`src/assert_macros.svh`:
```
// Shared assertion macros, clocked on clk and held off while rst_n is low.
`ifndef ASSERT_MACROS_SVH
`define ASSERT_MACROS_SVH

// Check a property on every rising edge of clk.
`define QPT_ASSERT(label, prop, msg) \
    label: assert property (@(posedge clk) disable iff (!rst_n) (prop)) else $error(msg);

// Check that a condition holds in the cycle after a trigger.
`define QPT_ASSERT_NEXT(label, ante, cons, msg) \
    label: assert property (@(posedge clk) disable iff (!rst_n) (ante) |=> (cons)) \
        else $error(msg);

`endif

```
`src/qpt_pkg.sv`:
```
package qpt_pkg;

    localparam int N_W        = 15;
    localparam int D_W        = 13;
    localparam int PINS_W     = 2;
    localparam int REF_W      = 16;
    localparam int POS_W      = 14;
    localparam int ANG_W      = 12;
    localparam int DIF_W      = 14;
    localparam int CNT_W      = 15;
    localparam int SUM_W      = 16;
    localparam int PROD_W     = 28;
    localparam int DIV_W      = 27;
    localparam int REM_W      = 17;
    localparam int MAG_W      = 16;
    localparam int STEPS_W    = 5;
    localparam int CFG_DATA_W = 15;

    localparam logic [STEPS_W-1:0] DIV_STEPS   = STEPS_W'(DIV_W);
    localparam logic [STEPS_W-1:0] SHORT_STEPS = STEPS_W'(MAG_W);

    localparam logic [N_W-1:0] N_RESET = N_W'(448);
    localparam logic [D_W-1:0] D_RESET = D_W'(360);

    typedef enum logic [0:0]
    {
        CFG_COUNTS_PER_REV  = 1'b0,
        CFG_DEGREES_PER_REV = 1'b1
    } cfg_index_t;

    typedef enum logic [0:0]
    {
        FUNC_SAMPLE = 1'b0,
        FUNC_CLEAR  = 1'b1
    } func_t;

    typedef enum logic [2:0]
    {
        ST_IDLE,
        ST_WRAP,
        ST_MUL,
        ST_LOAD,
        ST_DIV,
        ST_FIN
    } state_t;

    typedef struct packed
    {
        logic                start;
        logic [STEPS_W-1:0]  steps;
    } div_req_t;

    typedef struct packed
    {
        logic busy;
        logic done;
    } div_stat_t;

    // Direction step from {previous pins, current pins}.
    function automatic logic signed [1:0] step_of(input logic [3:0] pattern);
        logic signed [1:0] s;
        unique case (pattern)
            4'd1, 4'd7, 4'd8, 4'd14:  s = -2'sd1;
            4'd2, 4'd4, 4'd11, 4'd13: s = 2'sd1;
            default:                  s = 2'sd0;
        endcase
        return s;
    endfunction

    // Apply a sign to a remainder magnitude.
    function automatic logic signed [REM_W-1:0] signed_rem(input logic neg,
                                                           input logic [N_W-1:0] mag);
        logic signed [REM_W-1:0] m;
        m = signed'({2'b00, mag});
        return neg ? -m : m;
    endfunction

    // Fold a truncated remainder into [-n/2, n/2-1] for even n; zero when n is zero.
    function automatic logic signed [REM_W-1:0] wrap_rem(input logic signed [REM_W-1:0] r,
                                                         input logic [N_W-1:0] n);
        logic signed [REM_W-1:0] nn;
        logic signed [REM_W-1:0] half;
        logic signed [REM_W-1:0] res;
        nn   = signed'({2'b00, n});
        half = signed'({3'b000, n[N_W-1:1]});
        if (n == '0)
            res = '0;
        else if (r >= half)
            res = r - nn;
        else if (r < -half)
            res = r + nn;
        else
            res = r;
        return res;
    endfunction

endpackage

```
`src/qpt_if.sv`:
```
interface qpt_cmd_if;
    import qpt_pkg::*;

    logic                    valid;
    logic                    ready;
    logic                    func;
    logic [PINS_W-1:0]       pins;
    logic signed [REF_W-1:0] reference;

    modport source (output valid, func, pins, reference, input ready);
    modport sink (input valid, func, pins, reference, output ready);
endinterface

interface qpt_res_if;
    import qpt_pkg::*;

    logic                    valid;
    logic                    ready;
    logic signed [POS_W-1:0] position;
    logic signed [ANG_W-1:0] angle;
    logic signed [DIF_W-1:0] difference;

    modport source (output valid, position, angle, difference, input ready);
    modport sink (input valid, position, angle, difference, output ready);
endinterface

```
`src/qpt_div.sv`:
```
`include "assert_macros.svh"

module qpt_div
(
    input  logic                       clk,
    input  logic                       rst_n,
    input  qpt_pkg::div_req_t          req,
    input  logic [qpt_pkg::DIV_W-1:0]  dividend,
    input  logic [qpt_pkg::N_W-1:0]    divisor,
    output qpt_pkg::div_stat_t         stat,
    output logic [qpt_pkg::DIV_W-1:0]  quotient,
    output logic [qpt_pkg::N_W-1:0]    remainder
);
    import qpt_pkg::*;

    logic [DIV_W-1:0]   quo_reg, quo_next;
    logic [N_W-1:0]     rem_reg, rem_next;
    logic [N_W-1:0]     div_reg, div_next;
    logic [STEPS_W-1:0] cnt_reg, cnt_next;
    logic               busy_reg, busy_next;
    logic               done_reg, done_next;

    logic [N_W:0]       trial;
    logic [N_W:0]       trial_sub;
    logic               fits;

    // One quotient bit per cycle: shift in the next dividend bit, subtract if it fits.
    assign trial     = {rem_reg, quo_reg[DIV_W-1]};
    assign trial_sub = trial - {1'b0, div_reg};
    assign fits      = (trial >= {1'b0, div_reg});

    always_comb
    begin
        quo_next  = quo_reg;
        rem_next  = rem_reg;
        div_next  = div_reg;
        cnt_next  = cnt_reg;
        busy_next = busy_reg;
        done_next = 1'b0;
        if (req.start)
        begin
            quo_next  = dividend;
            rem_next  = '0;
            div_next  = divisor;
            cnt_next  = req.steps;
            busy_next = 1'b1;
        end
        else if (busy_reg)
        begin
            quo_next = {quo_reg[DIV_W-2:0], fits};
            rem_next = fits ? trial_sub[N_W-1:0] : trial[N_W-1:0];
            cnt_next = cnt_reg - STEPS_W'(1);
            if (cnt_reg == STEPS_W'(1))
            begin
                busy_next = 1'b0;
                done_next = 1'b1;
            end
        end
    end

    always_ff @(posedge clk or negedge rst_n)
    begin
        if (!rst_n)
        begin
            cnt_reg  <= '0;
            busy_reg <= 1'b0;
            done_reg <= 1'b0;
        end
        else
        begin
            cnt_reg  <= cnt_next;
            busy_reg <= busy_next;
            done_reg <= done_next;
        end
    end

    always_ff @(posedge clk)
    begin
        quo_reg <= quo_next;
        rem_reg <= rem_next;
        div_reg <= div_next;
    end

    assign stat.busy = busy_reg;
    assign stat.done = done_reg;
    assign quotient  = quo_reg;
    assign remainder = rem_reg;

    `QPT_ASSERT(a_rem_bound, (busy_reg && div_reg != '0) |-> (rem_reg < div_reg), "partial remainder not below divisor")
    `QPT_ASSERT(a_no_restart, req.start |-> !busy_reg, "divider restarted while busy")
    `QPT_ASSERT(a_done_end, done_reg |-> ($past(busy_reg) && $past(cnt_reg) == STEPS_W'(1)), "done without a final step")

endmodule

```
`src/quadrature_position_tracker.sv`:
```
// Quadrature position tracker.
// cmd channel: one transaction per encoder sample (func = sample) or position
// clear (func = clear), with a signed reference position. result channel: one
// transaction per command with the wrapped position, the angle
// position * degrees_per_rev / counts_per_rev (truncated) and the wrapped
// difference reference - position. Config registers are written through
// wr_en / wr_index / wr_data; the user must write them only while no command
// is in flight, a rule that the block itself leaves unenforced. A sample runs
// the bit-serial dividers in turn: 16 steps to fold the new count into the
// revolution, then 27 steps for the angle quotient, with the 16-step
// difference remainder running alongside it; a clear skips the fold.
// One command is worked on at a time; the next is accepted as soon as the
// previous result sits in the output register, even if it is not yet taken.
// When the receiver stalls, the result register holds and the finished work
// waits until it drains.
// Reset clears the position and previous pins and loads counts_per_rev = 448,
// degrees_per_rev = 360.
`include "assert_macros.svh"

module quadrature_position_tracker
(
    input  logic                             clk,
    input  logic                             rst_n,
    qpt_cmd_if.sink                          cmd,
    qpt_res_if.source                        result,
    input  logic                             wr_en,
    input  qpt_pkg::cfg_index_t              wr_index,
    input  logic [qpt_pkg::CFG_DATA_W-1:0]   wr_data
);
    import qpt_pkg::*;

    logic [N_W-1:0]           n_reg;
    logic [D_W-1:0]           d_reg;

    state_t                   state_reg, state_next;
    logic signed [CNT_W-1:0]  count_reg, count_next;
    logic [PINS_W-1:0]        prev_pins_reg, prev_pins_next;
    logic                     neg_reg, neg_next;
    logic signed [REF_W-1:0]  ref_reg, ref_next;
    logic signed [PROD_W-1:0] prod_reg, prod_next;
    logic signed [REM_W-1:0]  dif_val_reg, dif_val_next;

    logic                     res_valid_reg, res_valid_next;
    logic signed [POS_W-1:0]  pos_out_reg, pos_out_next;
    logic signed [ANG_W-1:0]  ang_out_reg, ang_out_next;
    logic signed [DIF_W-1:0]  dif_out_reg, dif_out_next;

    logic signed [SUM_W-1:0]  sum;
    logic [SUM_W-1:0]         sum_mag;
    logic signed [REM_W-1:0]  count_wrap;
    logic signed [REM_W-1:0]  dif_wrap;
    logic signed [PROD_W-1:0] prod_abs;
    logic signed [REM_W-1:0]  dif_abs;
    logic [ANG_W-1:0]         ang_q;
    logic                     load_out;

    div_req_t                 wrap_req, ang_req, dif_req;
    div_stat_t                wrap_stat, ang_stat, dif_stat;
    logic [DIV_W-1:0]         ang_dividend, dif_dividend;
    logic [DIV_W-1:0]         ang_quo;
    logic [N_W-1:0]           wrap_rem_mag, dif_rem_mag;

    // Configuration registers.
    always_ff @(posedge clk or negedge rst_n)
    begin
        if (!rst_n)
        begin
            n_reg <= N_RESET;
            d_reg <= D_RESET;
        end
        else if (wr_en)
        begin
            unique case (wr_index)
                CFG_COUNTS_PER_REV:  n_reg <= wr_data[N_W-1:0];
                CFG_DEGREES_PER_REV: d_reg <= wr_data[D_W-1:0];
                default:             n_reg <= n_reg;
            endcase
        end
    end

    assign sum     = SUM_W'(count_reg) + SUM_W'(step_of({prev_pins_reg, cmd.pins}));
    assign sum_mag = sum[SUM_W-1] ? SUM_W'(-sum) : SUM_W'(sum);

    assign prod_abs = prod_reg[PROD_W-1] ? -prod_reg : prod_reg;
    assign dif_abs  = dif_val_reg[REM_W-1] ? -dif_val_reg : dif_val_reg;

    assign ang_dividend = prod_abs[DIV_W-1:0];
    assign dif_dividend = {dif_abs[MAG_W-1:0], {(DIV_W-MAG_W){1'b0}}};

    assign count_wrap = wrap_rem(signed_rem(neg_reg, wrap_rem_mag), n_reg);
    assign dif_wrap   = wrap_rem(signed_rem(dif_val_reg[REM_W-1], dif_rem_mag), n_reg);
    assign ang_q      = ang_quo[ANG_W-1:0];

    assign load_out = (state_reg == ST_FIN) && (!res_valid_reg || result.ready);

    always_comb
    begin
        state_next     = state_reg;
        count_next     = count_reg;
        prev_pins_next = prev_pins_reg;
        neg_next       = neg_reg;
        ref_next       = ref_reg;
        prod_next      = prod_reg;
        dif_val_next   = dif_val_reg;
        wrap_req.start = 1'b0;
        wrap_req.steps = SHORT_STEPS;
        ang_req.start  = 1'b0;
        ang_req.steps  = DIV_STEPS;
        dif_req.start  = 1'b0;
        dif_req.steps  = SHORT_STEPS;
        cmd.ready      = 1'b0;

        unique case (state_reg)
            ST_IDLE:
            begin
                cmd.ready = 1'b1;
                if (cmd.valid)
                begin
                    ref_next = cmd.reference;
                    if (cmd.func == FUNC_CLEAR)
                    begin
                        count_next = '0;
                        state_next = ST_MUL;
                    end
                    else
                    begin
                        prev_pins_next = cmd.pins;
                        neg_next       = sum[SUM_W-1];
                        wrap_req.start = 1'b1;
                        state_next     = ST_WRAP;
                    end
                end
            end
            ST_WRAP:
            begin
                if (wrap_stat.done)
                begin
                    count_next = count_wrap[CNT_W-1:0];
                    state_next = ST_MUL;
                end
            end
            ST_MUL:
            begin
                prod_next    = PROD_W'(count_reg) * PROD_W'(signed'({1'b0, d_reg}));
                dif_val_next = REM_W'(ref_reg) - REM_W'(count_reg);
                state_next   = ST_LOAD;
            end
            ST_LOAD:
            begin
                ang_req.start = 1'b1;
                dif_req.start = 1'b1;
                state_next    = ST_DIV;
            end
            ST_DIV:
            begin
                // The angle divider runs longest; the difference result holds once done.
                if (ang_stat.done)
                    state_next = ST_FIN;
            end
            ST_FIN:
            begin
                if (load_out)
                    state_next = ST_IDLE;
            end
            default:
            begin
                state_next = ST_IDLE;
            end
        endcase
    end

    always_comb
    begin
        res_valid_next = res_valid_reg;
        pos_out_next   = pos_out_reg;
        ang_out_next   = ang_out_reg;
        dif_out_next   = dif_out_reg;
        if (result.valid && result.ready)
            res_valid_next = 1'b0;
        if (load_out)
        begin
            res_valid_next = 1'b1;
            pos_out_next   = count_reg[POS_W-1:0];
            if (n_reg == '0)
                ang_out_next = '0;
            else
                ang_out_next = prod_reg[PROD_W-1] ? signed'(-ang_q) : signed'(ang_q);
            dif_out_next = dif_wrap[DIF_W-1:0];
        end
    end

    always_ff @(posedge clk or negedge rst_n)
    begin
        if (!rst_n)
        begin
            state_reg     <= ST_IDLE;
            count_reg     <= '0;
            prev_pins_reg <= '0;
            res_valid_reg <= 1'b0;
        end
        else
        begin
            state_reg     <= state_next;
            count_reg     <= count_next;
            prev_pins_reg <= prev_pins_next;
            res_valid_reg <= res_valid_next;
        end
    end

    always_ff @(posedge clk)
    begin
        neg_reg     <= neg_next;
        ref_reg     <= ref_next;
        prod_reg    <= prod_next;
        dif_val_reg <= dif_val_next;
        pos_out_reg <= pos_out_next;
        ang_out_reg <= ang_out_next;
        dif_out_reg <= dif_out_next;
    end

    assign result.valid      = res_valid_reg;
    assign result.position   = pos_out_reg;
    assign result.angle      = ang_out_reg;
    assign result.difference = dif_out_reg;

    // Fold count + step into one revolution; only the remainder is used.
    qpt_div u_wrap_div
    (
        .clk       (clk),
        .rst_n     (rst_n),
        .req       (wrap_req),
        .dividend  ({sum_mag, {(DIV_W-MAG_W){1'b0}}}),
        .divisor   (n_reg),
        .stat      (wrap_stat),
        .quotient  (),
        .remainder (wrap_rem_mag)
    );

    qpt_div u_ang_div
    (
        .clk       (clk),
        .rst_n     (rst_n),
        .req       (ang_req),
        .dividend  (ang_dividend),
        .divisor   (n_reg),
        .stat      (ang_stat),
        .quotient  (ang_quo),
        .remainder ()
    );

    qpt_div u_dif_div
    (
        .clk       (clk),
        .rst_n     (rst_n),
        .req       (dif_req),
        .dividend  (dif_dividend),
        .divisor   (n_reg),
        .stat      (dif_stat),
        .quotient  (),
        .remainder (dif_rem_mag)
    );

    `QPT_ASSERT_NEXT(a_clear_zero, cmd.valid && cmd.ready && cmd.func == FUNC_CLEAR, count_reg == '0, "clear did not zero the position")
    `QPT_ASSERT(a_idle_quiet, (state_reg == ST_IDLE) |-> (!wrap_stat.busy && !ang_stat.busy && !dif_stat.busy), "divider busy while idle")
    `QPT_ASSERT(a_dif_first, ang_stat.done |-> !dif_stat.busy, "difference remainder not ready with the angle")

endmodule
```
`src/flat_wrapper.sv`:
```
// flat-port wrapper written by rule: the top's interface ports become plain ports
module quadrature_position_tracker_flat import qpt_pkg::*;
  (clk, rst_n, wr_en, wr_index, wr_data, cmd_valid, cmd_func, cmd_pins, cmd_reference, cmd_ready, result_valid, result_position, result_angle, result_difference, result_ready);
  qpt_cmd_if cmd_i ();
  qpt_res_if result_i ();
  input  logic clk;
  input  logic rst_n;
  input  logic wr_en;
  input  qpt_pkg::cfg_index_t wr_index;
  input  logic [qpt_pkg::CFG_DATA_W-1:0] wr_data;
  input wire logic [$bits(cmd_i.valid)-1:0] cmd_valid;
  input wire logic [$bits(cmd_i.func)-1:0] cmd_func;
  input wire logic [$bits(cmd_i.pins)-1:0] cmd_pins;
  input wire logic [$bits(cmd_i.reference)-1:0] cmd_reference;
  output wire logic [$bits(cmd_i.ready)-1:0] cmd_ready;
  output wire logic [$bits(result_i.valid)-1:0] result_valid;
  output wire logic [$bits(result_i.position)-1:0] result_position;
  output wire logic [$bits(result_i.angle)-1:0] result_angle;
  output wire logic [$bits(result_i.difference)-1:0] result_difference;
  input wire logic [$bits(result_i.ready)-1:0] result_ready;
  assign cmd_i.valid = cmd_valid;
  assign cmd_i.func = cmd_func;
  assign cmd_i.pins = cmd_pins;
  assign cmd_i.reference = cmd_reference;
  assign cmd_ready = cmd_i.ready;
  assign result_valid = result_i.valid;
  assign result_position = result_i.position;
  assign result_angle = result_i.angle;
  assign result_difference = result_i.difference;
  assign result_i.ready = result_ready;
  quadrature_position_tracker u_core (.clk(clk), .rst_n(rst_n), .cmd(cmd_i), .result(result_i), .wr_en(wr_en), .wr_index(wr_index), .wr_data(wr_data));
endmodule
```
`config.mk`:
```
export PLATFORM = sky130hd
export DESIGN_NAME = quadrature_position_tracker_flat
export DESIGN_NICKNAME = d
export VERILOG_FILES = /design/src/qpt_pkg.sv /design/src/qpt_if.sv /design/src/qpt_div.sv /design/src/quadrature_position_tracker.sv /design/src/flat_wrapper.sv
export VERILOG_INCLUDE_DIRS = /design/src /design/src/src
export SDC_FILE = /design/constraint.sdc
export NUM_CORES = 1
export LEC_CHECK = 0
export BUFFER_PORTS_ARGS = -buffer_cell sky130_fd_sc_hd__buf_2
export CAP_MARGIN = 15
export CORE_MARGIN = 2
export CORE_UTILIZATION = 45
export DETAILED_ROUTE_END_ITERATION = 10
export PLACE_DENSITY_LB_ADDON = 0.2
export SYNTH_ARGS = -nofsm -noshare
export SYNTH_HDL_FRONTEND = slang
export SYNTH_SLANG_ARGS = --single-unit
```
`constraint.sdc`:
```
create_clock -name clk -period 15.2 [get_ports clk]
set_input_delay 1.52 -clock clk [delete_from_list [all_inputs] [get_ports clk]]
set_output_delay 1.52 -clock clk [all_outputs]
set_load 0.03 [all_outputs]
```
After elaboration in Yosys (flattened, before gate mapping)
Memory sizes are Yosys's and may differ from the RTL's.
Cells that the tools add are included.
Widths: inputs -> output; s select.
- $add $sub $neg: 19
- div/mod/pow operators: 0
- reduce and logical (&&, ||, !) cells: 17
- mux-type cells: 58
- shift operators: 0
- equality and inequality tests: 13
- magnitude comparators: 7
- $mul: 1
- bitwise gates (word level): 2
- operator list (cell ; count):
    $mux 27 ; 7
    $mux 15 ; 9
    $sub 15x15->15 ; 4
    $ge 16x15->1 ; 3
    $ge 17x15->1 ; 2
    $lt 17x17->1 ; 2
    $mux 17 ; 2
    $neg 15->17 ; 2
    $mux 16 ; 2
    $neg 16->16 ; 2
    $mux 5 ; 6
    $pmux 15 s2 ; 1
    $mul 15x14->28 ; 1
    $mux 14 ; 2
    $neg 27->27 ; 1
    $mux 1 ; 22
    $pmux 3 s6 ; 1
    $neg 14->17 ; 1
    $sub 16x15->17 ; 1
    $add 15x2->16 ; 1
    $add 15x15->15 ; 1
    $eq 5x1->1 const B ; 3
    $logic_not 15->1 ; 1
    $sub 5x1->5 const B ; 3
    20 further kinds ; 37
- RAM bits: 0
- flip-flop bits (word level): 327
- bits of input ports: 40
- memories: 1
- ROM bits: 32
- latch bits: 0
- word-level logic and storage cells: 149
- output and inout port bits: 42
- memories (name ; depth ; bits a word ; rd ports ; clocked after memory_dff ; wr ports ; line ; source):
    (no name shown) ; 16 ; 2 ; 1 ; 0 ; 0 ; qpt_pkg.sv:62 ; unique case (pattern)

Logic depth before layout (Yosys ltp)
Gate-level depths: netlist of run 1.
- depth after elaboration: 8
- mapped depth: 24
- gate-level depth less buffers: 23

Cells and area by module
From an unflattened synthesis of run 1, not the netlist that was laid out.
- cells, all modules: 3290
- area total of the unflattened synthesis: 31477.7 um2
- by module, submodules not included (module ; area each (um2) ; cells each ; instances ; sequential area each (um2)):
    quadrature_position_tracker ; 20821.2 ; 2326 ; 1 ; 4297.9
    qpt_div (u_core.u_ang_div ...) ; 3545.9 ; 324 ; 2 ; 1736.7
    qpt_div (u_core.u_wrap_div) ; 3564.7 ; 316 ; 1 ; 1736.7

Least setup slack after synthesis of run 1
Ideal clock, no wire load.
- kind: register -> register
- from: reg u_core.count_reg[5]
- to: reg u_core.prod_reg[26], data pin
- data arrival time: 5.856 ns
- clock period less this slack: 6.121 ns
- slack: 9.079 ns
- buffers on the path: 1
- stages on the path, launching flop included: 24
- setup time: 0.266 ns
- required time: 14.934 ns
- cell sequence: dfrtp_1 -> clkbuf_1 -> and2_1 -> fa_1 -> inv_1 -> fa_1 -> inv_1 -> fa_1 -> inv_1 -> fa_1 -> inv_1 -> fa_1 -> inv_1 -> fa_1 -> inv_1 -> ha_1 -> o21ai_0 -> o31ai_1 -> o211ai_1 -> a32oi_1 -> a21oi_1 -> o31ai_1 -> o41ai_1 -> xnor2_1
- cells in the longest elaborated chain, start to end: 1
- RTL lines (what ; line ; source):
    from (decl) ; quadrature_position_tracker.sv:36 ; logic signed [CNT_W-1:0] count_reg, count_next;
    from (signal assigned) ; quadrature_position_tracker.sv:204 ; count_reg <= count_next;
    $mul 15x14->28 ; quadrature_position_tracker.sv:144 ; prod_next = PROD_W'(count_reg) * PROD_W'(signed'({1'b0, d_reg}));
    to (signal assigned) ; quadrature_position_tracker.sv:214 ; prod_reg <= prod_next;
    to (decl) ; quadrature_position_tracker.sv:40 ; logic signed [PROD_W-1:0] prod_reg, prod_next;
No other way between the ends.
A chain may end at the register's enable or synchronous reset.

Worst setup path in the final report of run 1
- from: reg u_core.count_reg[6]
- to: reg u_core.prod_reg[27], data pin
The elaborated chain is that of the path after synthesis.

==> qor.csv, run 1 <==
stage,metric,value,unit
final_layout,largest_reg_flops,28,
worst_hold_path,holdPathStages,2,
synth,synth_nets,3643,
critical_path,arrival,7.17,ns
routing,avgRoutedWirePerCell,19.1,um
clock_tree,clock_latency,0.58,ns
final_layout,final_common_cell,inv_1,
final_layout,syn_to_final_growth,8.79,%
grt,met2_usage,0.379,
final_layout,post-route-util,0.495,
grt,antenna_found_initial,4,
synth,syn_area,29300,um2
critical_path,reg2reg_slack,8.37,ns
synth,synthDistinctLibCells,80,
synth,synthMuxAreaShare,0.0296,
routing,wl,77.4,mm
critical_path,cp_max_fo,17,
clock_tree,cts.htree.levels,2,
final_layout,most-common-layout-cells,"inv_1, nand2_1, ha_1, o21ai_0, nor2_1",
clock_tree,ctsLongestPathBuffers,3,
clock_tree,clk_pin_slew,0.06,ns
sta,setup_ws,8.37,ns
synth,seq_area_frac_synth,0.301,
critical_path,slowest_delay,0.62,ns
grt,grt_util_all_layers,0.233,
synth,synth_edf_count,191,
routing,drc_errors,0,
clock_tree,cts-root-buf,clkbuf_16,
critical_path,reg2regPathDepth,22,
die,num_rows,93,
sta,post-route-period-util,0.450,
die,start_util,0.455,
final_layout,fin_area,31800,um2
placement,post_dp_cell_area,30500,um2
die,core-area,64300,um2
routing,drtIter0Drc,1611,
sta,slew_headroom,0.269,
sta,drv_slew,0,
placement,io_buffers,81,
placement,gp_congestion,0.876,
synth,synth-compound-area-share,0.145,
sta,fin_worst_skew,0.0330,ns
critical_path,path_cells,and2_1 -> fa_1 -> inv_1 -> fa_1 -> inv_1 -> fa_1 -> inv_1 -> fa_1 -> inv_1 -> fa_1 -> inv_1 -> fa_1 -> inv_1 -> ha_1 -> o21ai_0 -> o2bb2ai_1 -> a211oi_1 -> o21ai_0 -> o311ai_0 -> a31o_2 -> a21oi_1 -> xnor2_1,
grt,met3_usage,0.0312,
synth,syn_area_per_cell,9.34,um2
critical_path,required,15.54,ns
grt,grt_first_pass_wirelength,125,mm
synth,synth_xor_area_frac,0.0587,
synth,synthTopCellsByArea,"edfxtp_1, fa_1, ha_1",
clock_tree,clock-sinks,327,
routing,routed-via-count,22800,
run,cap_violations,0,
synth,synth_top_cell_by_area,edfxtp_1,
sta,setup_violations,0,
synth,synth-async-reset-ratio,0.211,
critical_path,crit_slowest_cell,dfrtp_1,
clock_tree,post_cts_buffers,0,
worst_hold_path,worstHoldPathType,flop to flop,
synth,ys.flop_type,edfxtp_1,
final_layout,layout-drive-gt1-share,0.0708,
routing,vias_per_cell,5.63,
final_layout,finalNetCount,3671,
clock_tree,cts_tree,built,
clock_tree,ctsHoldBuffers,0,
sta,grt_setup_unrepaired,false,
grt,top_usage_layer,met2,
synth,synth_top_area_frac,0.196,
synth,yosysWarnings,0,
grt,grt_max_degree,105,
grt,met1_usage,0.324,
placement,dp_slack,8.43,ns
sta,period_needed,6.83,ns
clock_tree,post_cts_resized,0,
synth,synth_fa_ha_area_frac,0.252,
placement,dp_hpwl,58.4,mm
die,boundaryPins,82,
die,dieArea,67100,um2
synth,synth-simple-area-share,0.152,
sta,fmax,0.146,GHz
sta,finalSetupTns,0,ns
routing,first_pass_iters,6,
die,die_x,259,um
outcome,status,finished clean,
grt,overflow,0,
clock_tree,cts-buffers-inserted,40,
sta,tightest_slew,1.09,ns
synth,synth_top_family_by_area,adder cells,
critical_path,crit_path_start_kind,flop,
synth,ys_ff_latch,327,
grt,first_global_vias,22900,
routing,antenna_left,0,
sta,hold_viol_final,0,
die,die_h,259,um
synth,synthCells,3131,
critical_path,endpoint_kind,flop,
critical_path,path_class,flop to flop,
## logic make-up (layout without fill, tap and decap cells)
| logic type | after synthesis | after routing |
|---|---|---|
| AND/OR/NAND/NOR | 920 | 920 |
| flip-flops | 327 | 327 |
| other | 0 | 2 |
| adder cells (fa/ha/maj) | 472 | 472 |
| buffers and inverters | 479 | 539 |
| AO/OA/AOI/OAI | 654 | 654 |
| multiplexers | 83 | 83 |
| XOR/XNOR | 196 | 196 |
## worst paths after layout
kind	endpoint	start
setup / recovery	u_core.prod_reg[27]	u_core.count_reg[6]
hold / removal	u_core.u_wrap_div.quotient[0]	u_core.u_wrap_div.quotient[0]
setup reg to reg	u_core.prod_reg[27]	u_core.count_reg[6]
hold reg to reg	u_core.u_wrap_div.quotient[0]	u_core.u_wrap_div.quotient[0]
max in group asynchronous	u_core.u_wrap_div.busy_reg	rst_n
min in group asynchronous	u_core.u_dif_div.cnt_reg[4]	rst_n
## cell usage after synthesis, drive strengths merged (7+ instances only)
library cell,n
a31o,7
a22o,12
ha,276
dfrtp,62
nand3,63
nor2,201
o211ai,10
o21bai,27
nand2,300
xnor2,126
nand4,14
nor3,55
o31ai,29
xor2,70
or3,33
o21ai,222
dfxtp,67
or4,14
o41ai,16
fa,196
o21a,16
and2,112
a2111oi,17
o22ai,14
edfxtp,191
dfstp,7
mux2i,63
a211oi,14
inv,361
a21boi,11
mux2,19
and3,10
a221oi,8
a21o,34
clkbuf,105
a21oi,125
nor2b,43
nor4,17
buf,11
nand2b,35
a31oi,16
o221ai,9
## per-layer routing
metal	up-vias	wire length, um
li1	10900	-
met1	11200	35700
met2	579	35700
met3	125	3920
met4	6	2070
met5	-	39
## layout make-up
class                      instances  area [um2]
clock inverter                    20         196
fill                            6029       32500
sequential                       327        8810
tap                              855        1070
antenna                            2        5.00
timing repair buffer             102         593
inverter                         363        1360
clock buffer                      54        1110
multi-input combinational       2325       18700
## critical path, delay by kind of cell, from the launching register on
family                   cells  cell delay, ns
AO/OA/AOI/OAI                7            1.93
XOR/XNOR                     1            0.12
adder cells (fa/ha/maj)      7            3.33
buffers and inverters        6            0.29
flip-flops                   1            0.62
AND/OR/NAND/NOR              1            0.28
## through the flow
step	std cells	hold slack [ns]
finish	4048	0.456
global route	4046	0.492
CTS	4044	0.452
detailed placement	3970	0.439
global placement	3970	0.434
floorplan	3131	0.422
Power of run 1 is left out: the tool's default activity adds up to more than one toggle a clock period on the data nets, which glitch-free logic cannot reach.
==> run 2, diff against run 1 <==
- clock period: 15.2 -> 5.8 ns (I/O delays scaled with it)
==> run 2 against run 1 <==
  * The flow now finishes with violations (negative setup slack)
  * Global-route usage rose by 0.16 points
  * Sequential share of layout area fell by 1.5 points
  * Via count rose by 3.1%
  * Routed wire length rose by 1.8%
  * Clock skew fell by 0.014 ns
  * Core utilization rose by 2.8 points
  * Critical path depth fell by 2
  * Critical endpoint is now u_core.prod_reg[26]
==> qor.csv, run 2 (synthesized netlist as in run 1, its figures left out) <==
stage,metric,value,unit
critical_path,arrival,6.18,ns
run,cap_violations,0,
critical_path,cp_max_fo,7,
critical_path,critPathBufInv,5,
routing,drc_errors,0,
grt,grt_max_degree,70,
outcome,status,finished with violations,
grt,antenna_found_initial,2,
final_layout,layout-drive-gt1-share,0.139,
die,boundaryPins,82,
sta,fin_worst_skew,0.0191,ns
final_layout,finalNetCount,3836,
worst_hold_path,worstHoldPathType,input port to async pin,
final_layout,post-route-util,0.523,
critical_path,path_cells,buf_4 -> and2_4 -> fa_1 -> inv_1 -> fa_1 -> inv_1 -> fa_1 -> fa_1 -> fa_1 -> inv_1 -> fa_1 -> inv_2 -> ha_4 -> a21oi_2 -> nor2b_2 -> or4_4 -> a21oi_4 -> o31ai_4 -> o41ai_2 -> xnor2_1,
outcome,violations,negative setup slack,
sta,setup_violations,2,
critical_path,crit_slowest_cell,or4_4,
routing,first_pass_iters,8,
routing,wl,78.8,mm
die,core-area,64300,um2
routing,antenna_left,0,
sta,drv_slew,0,
critical_path,slowest_delay,0.52,ns
critical_path,crit_path_start_kind,flop,
grt,first_global_vias,23500,
routing,avgRoutedWirePerCell,18.7,um
clock_tree,clk_pin_slew,0.06,ns
routing,routed-via-count,23500,
placement,dp_hpwl,60.4,mm
final_layout,largest_reg_flops,28,
routing,vias_per_cell,5.57,
sta,tightest_slew,1.17,ns
critical_path,required,6.11,ns
sta,post-route-period-util,1.01,
sta,period_needed,5.86,ns
critical_path,endpoint_kind,flop,
grt,grt_util_all_layers,0.234,
clock_tree,cts-root-buf,clkbuf_16,
clock_tree,clock_latency,0.57,ns
sta,grt_setup_unrepaired,true,
die,start_util,0.455,
clock_tree,ctsLongestPathBuffers,3,
placement,gp_congestion,0.905,
sta,finalSetupTns,-0.106,ns
die,dieArea,67100,um2
sta,slew_headroom,0.223,
critical_path,path_class,flop to flop,
die,die_x,259,um
critical_path,cpMostUsedCell,fa_1,
clock_tree,cts_tree,built,
final_layout,most-common-layout-cells,"inv_1, nand2_1, ha_1, o21ai_0, nor2_1",
routing,drtIter0Drc,1512,
die,num_rows,93,
clock_tree,cts.htree.levels,2,
grt,grt_first_pass_wirelength,126,mm
critical_path,crit_family,adder cells,
sta,hold_viol_final,0,
critical_path,reg2reg_slack,-0.06,ns
clock_tree,cts-buffers-inserted,41,
final_layout,final_common_cell,inv_1,
placement,io_buffers,81,
sta,setup_ws,-0.0615,ns
clock_tree,clock-sinks,327,
final_layout,syn_to_final_growth,15.0,%
final_layout,fin_area,33600,um2
sta,fmax,0.171,GHz
grt,overflow,0,
die,die_h,259,um
placement,post_dp_cell_area,31600,um2
run 2: path summary, 6_finish.rpt:
check | start | to | cells after the start
worst max-delay path | u_core.d_reg[2] | u_core.prod_reg[26] | 20
worst min-delay path | rst_n | u_core.u_ang_div.cnt_reg[0] | 1
worst max register to register | u_core.d_reg[2] | u_core.prod_reg[26] | 20
worst min register to register | u_core.u_wrap_div.quotient[0] | u_core.u_wrap_div.quotient[0] | 2
max in group asynchronous | rst_n | u_core.d_reg[10] | 1
min in group clk | cmd_reference[10] | u_core.ref_reg[10] | 1
run 2: layout make-up:
cell class | instances | area (um2)
Antenna cell | 3 | 7.51
Clock buffer | 52 | 1100
Clock inverter | 24 | 264
Fill cell | 5837 | 30700
Inverter | 363 | 1370
Multi-Input combinational cell | 2325 | 19100
Sequential cell | 327 | 8820
Tap cell | 855 | 1070
Timing Repair Buffer | 266 | 1900
run 2: stage by stage:
step / worst slack, ns / hold WS, ns / instances
floorplan: 0.00507 / 0.284 / 3131
global placement: -0.173 / 0.435 / 4105
detailed placement: -0.232 / 0.443 / 4105
CTS: -0.0415 / 0.157 / 4202
global route: -0.269 / 0.168 / 4212
finish: -0.0615 / 0.142 / 4215
run 2: repair_timing:
item / CTS / global route
buffers inserted: 22 / 8
gates resized for setup: 75 / 10
pin swaps: 102 / 28
setup endpoints to repair: 8 / 11
hold buffers: 0 / 0
run 2: per-layer routing:
layer / global-route usage / part of all wire / vias to the layer above
li1: - / - / 11200
met1: 0.325 / 0.45 / 11500
met2: 0.380 / 0.46 / 603
met3: 0.0379 / 0.060 / 139
met4: 0.0623 / 0.024 / 4
met5: 0 / 0.00028 / -
Power of run 2 is left out for the same reason.
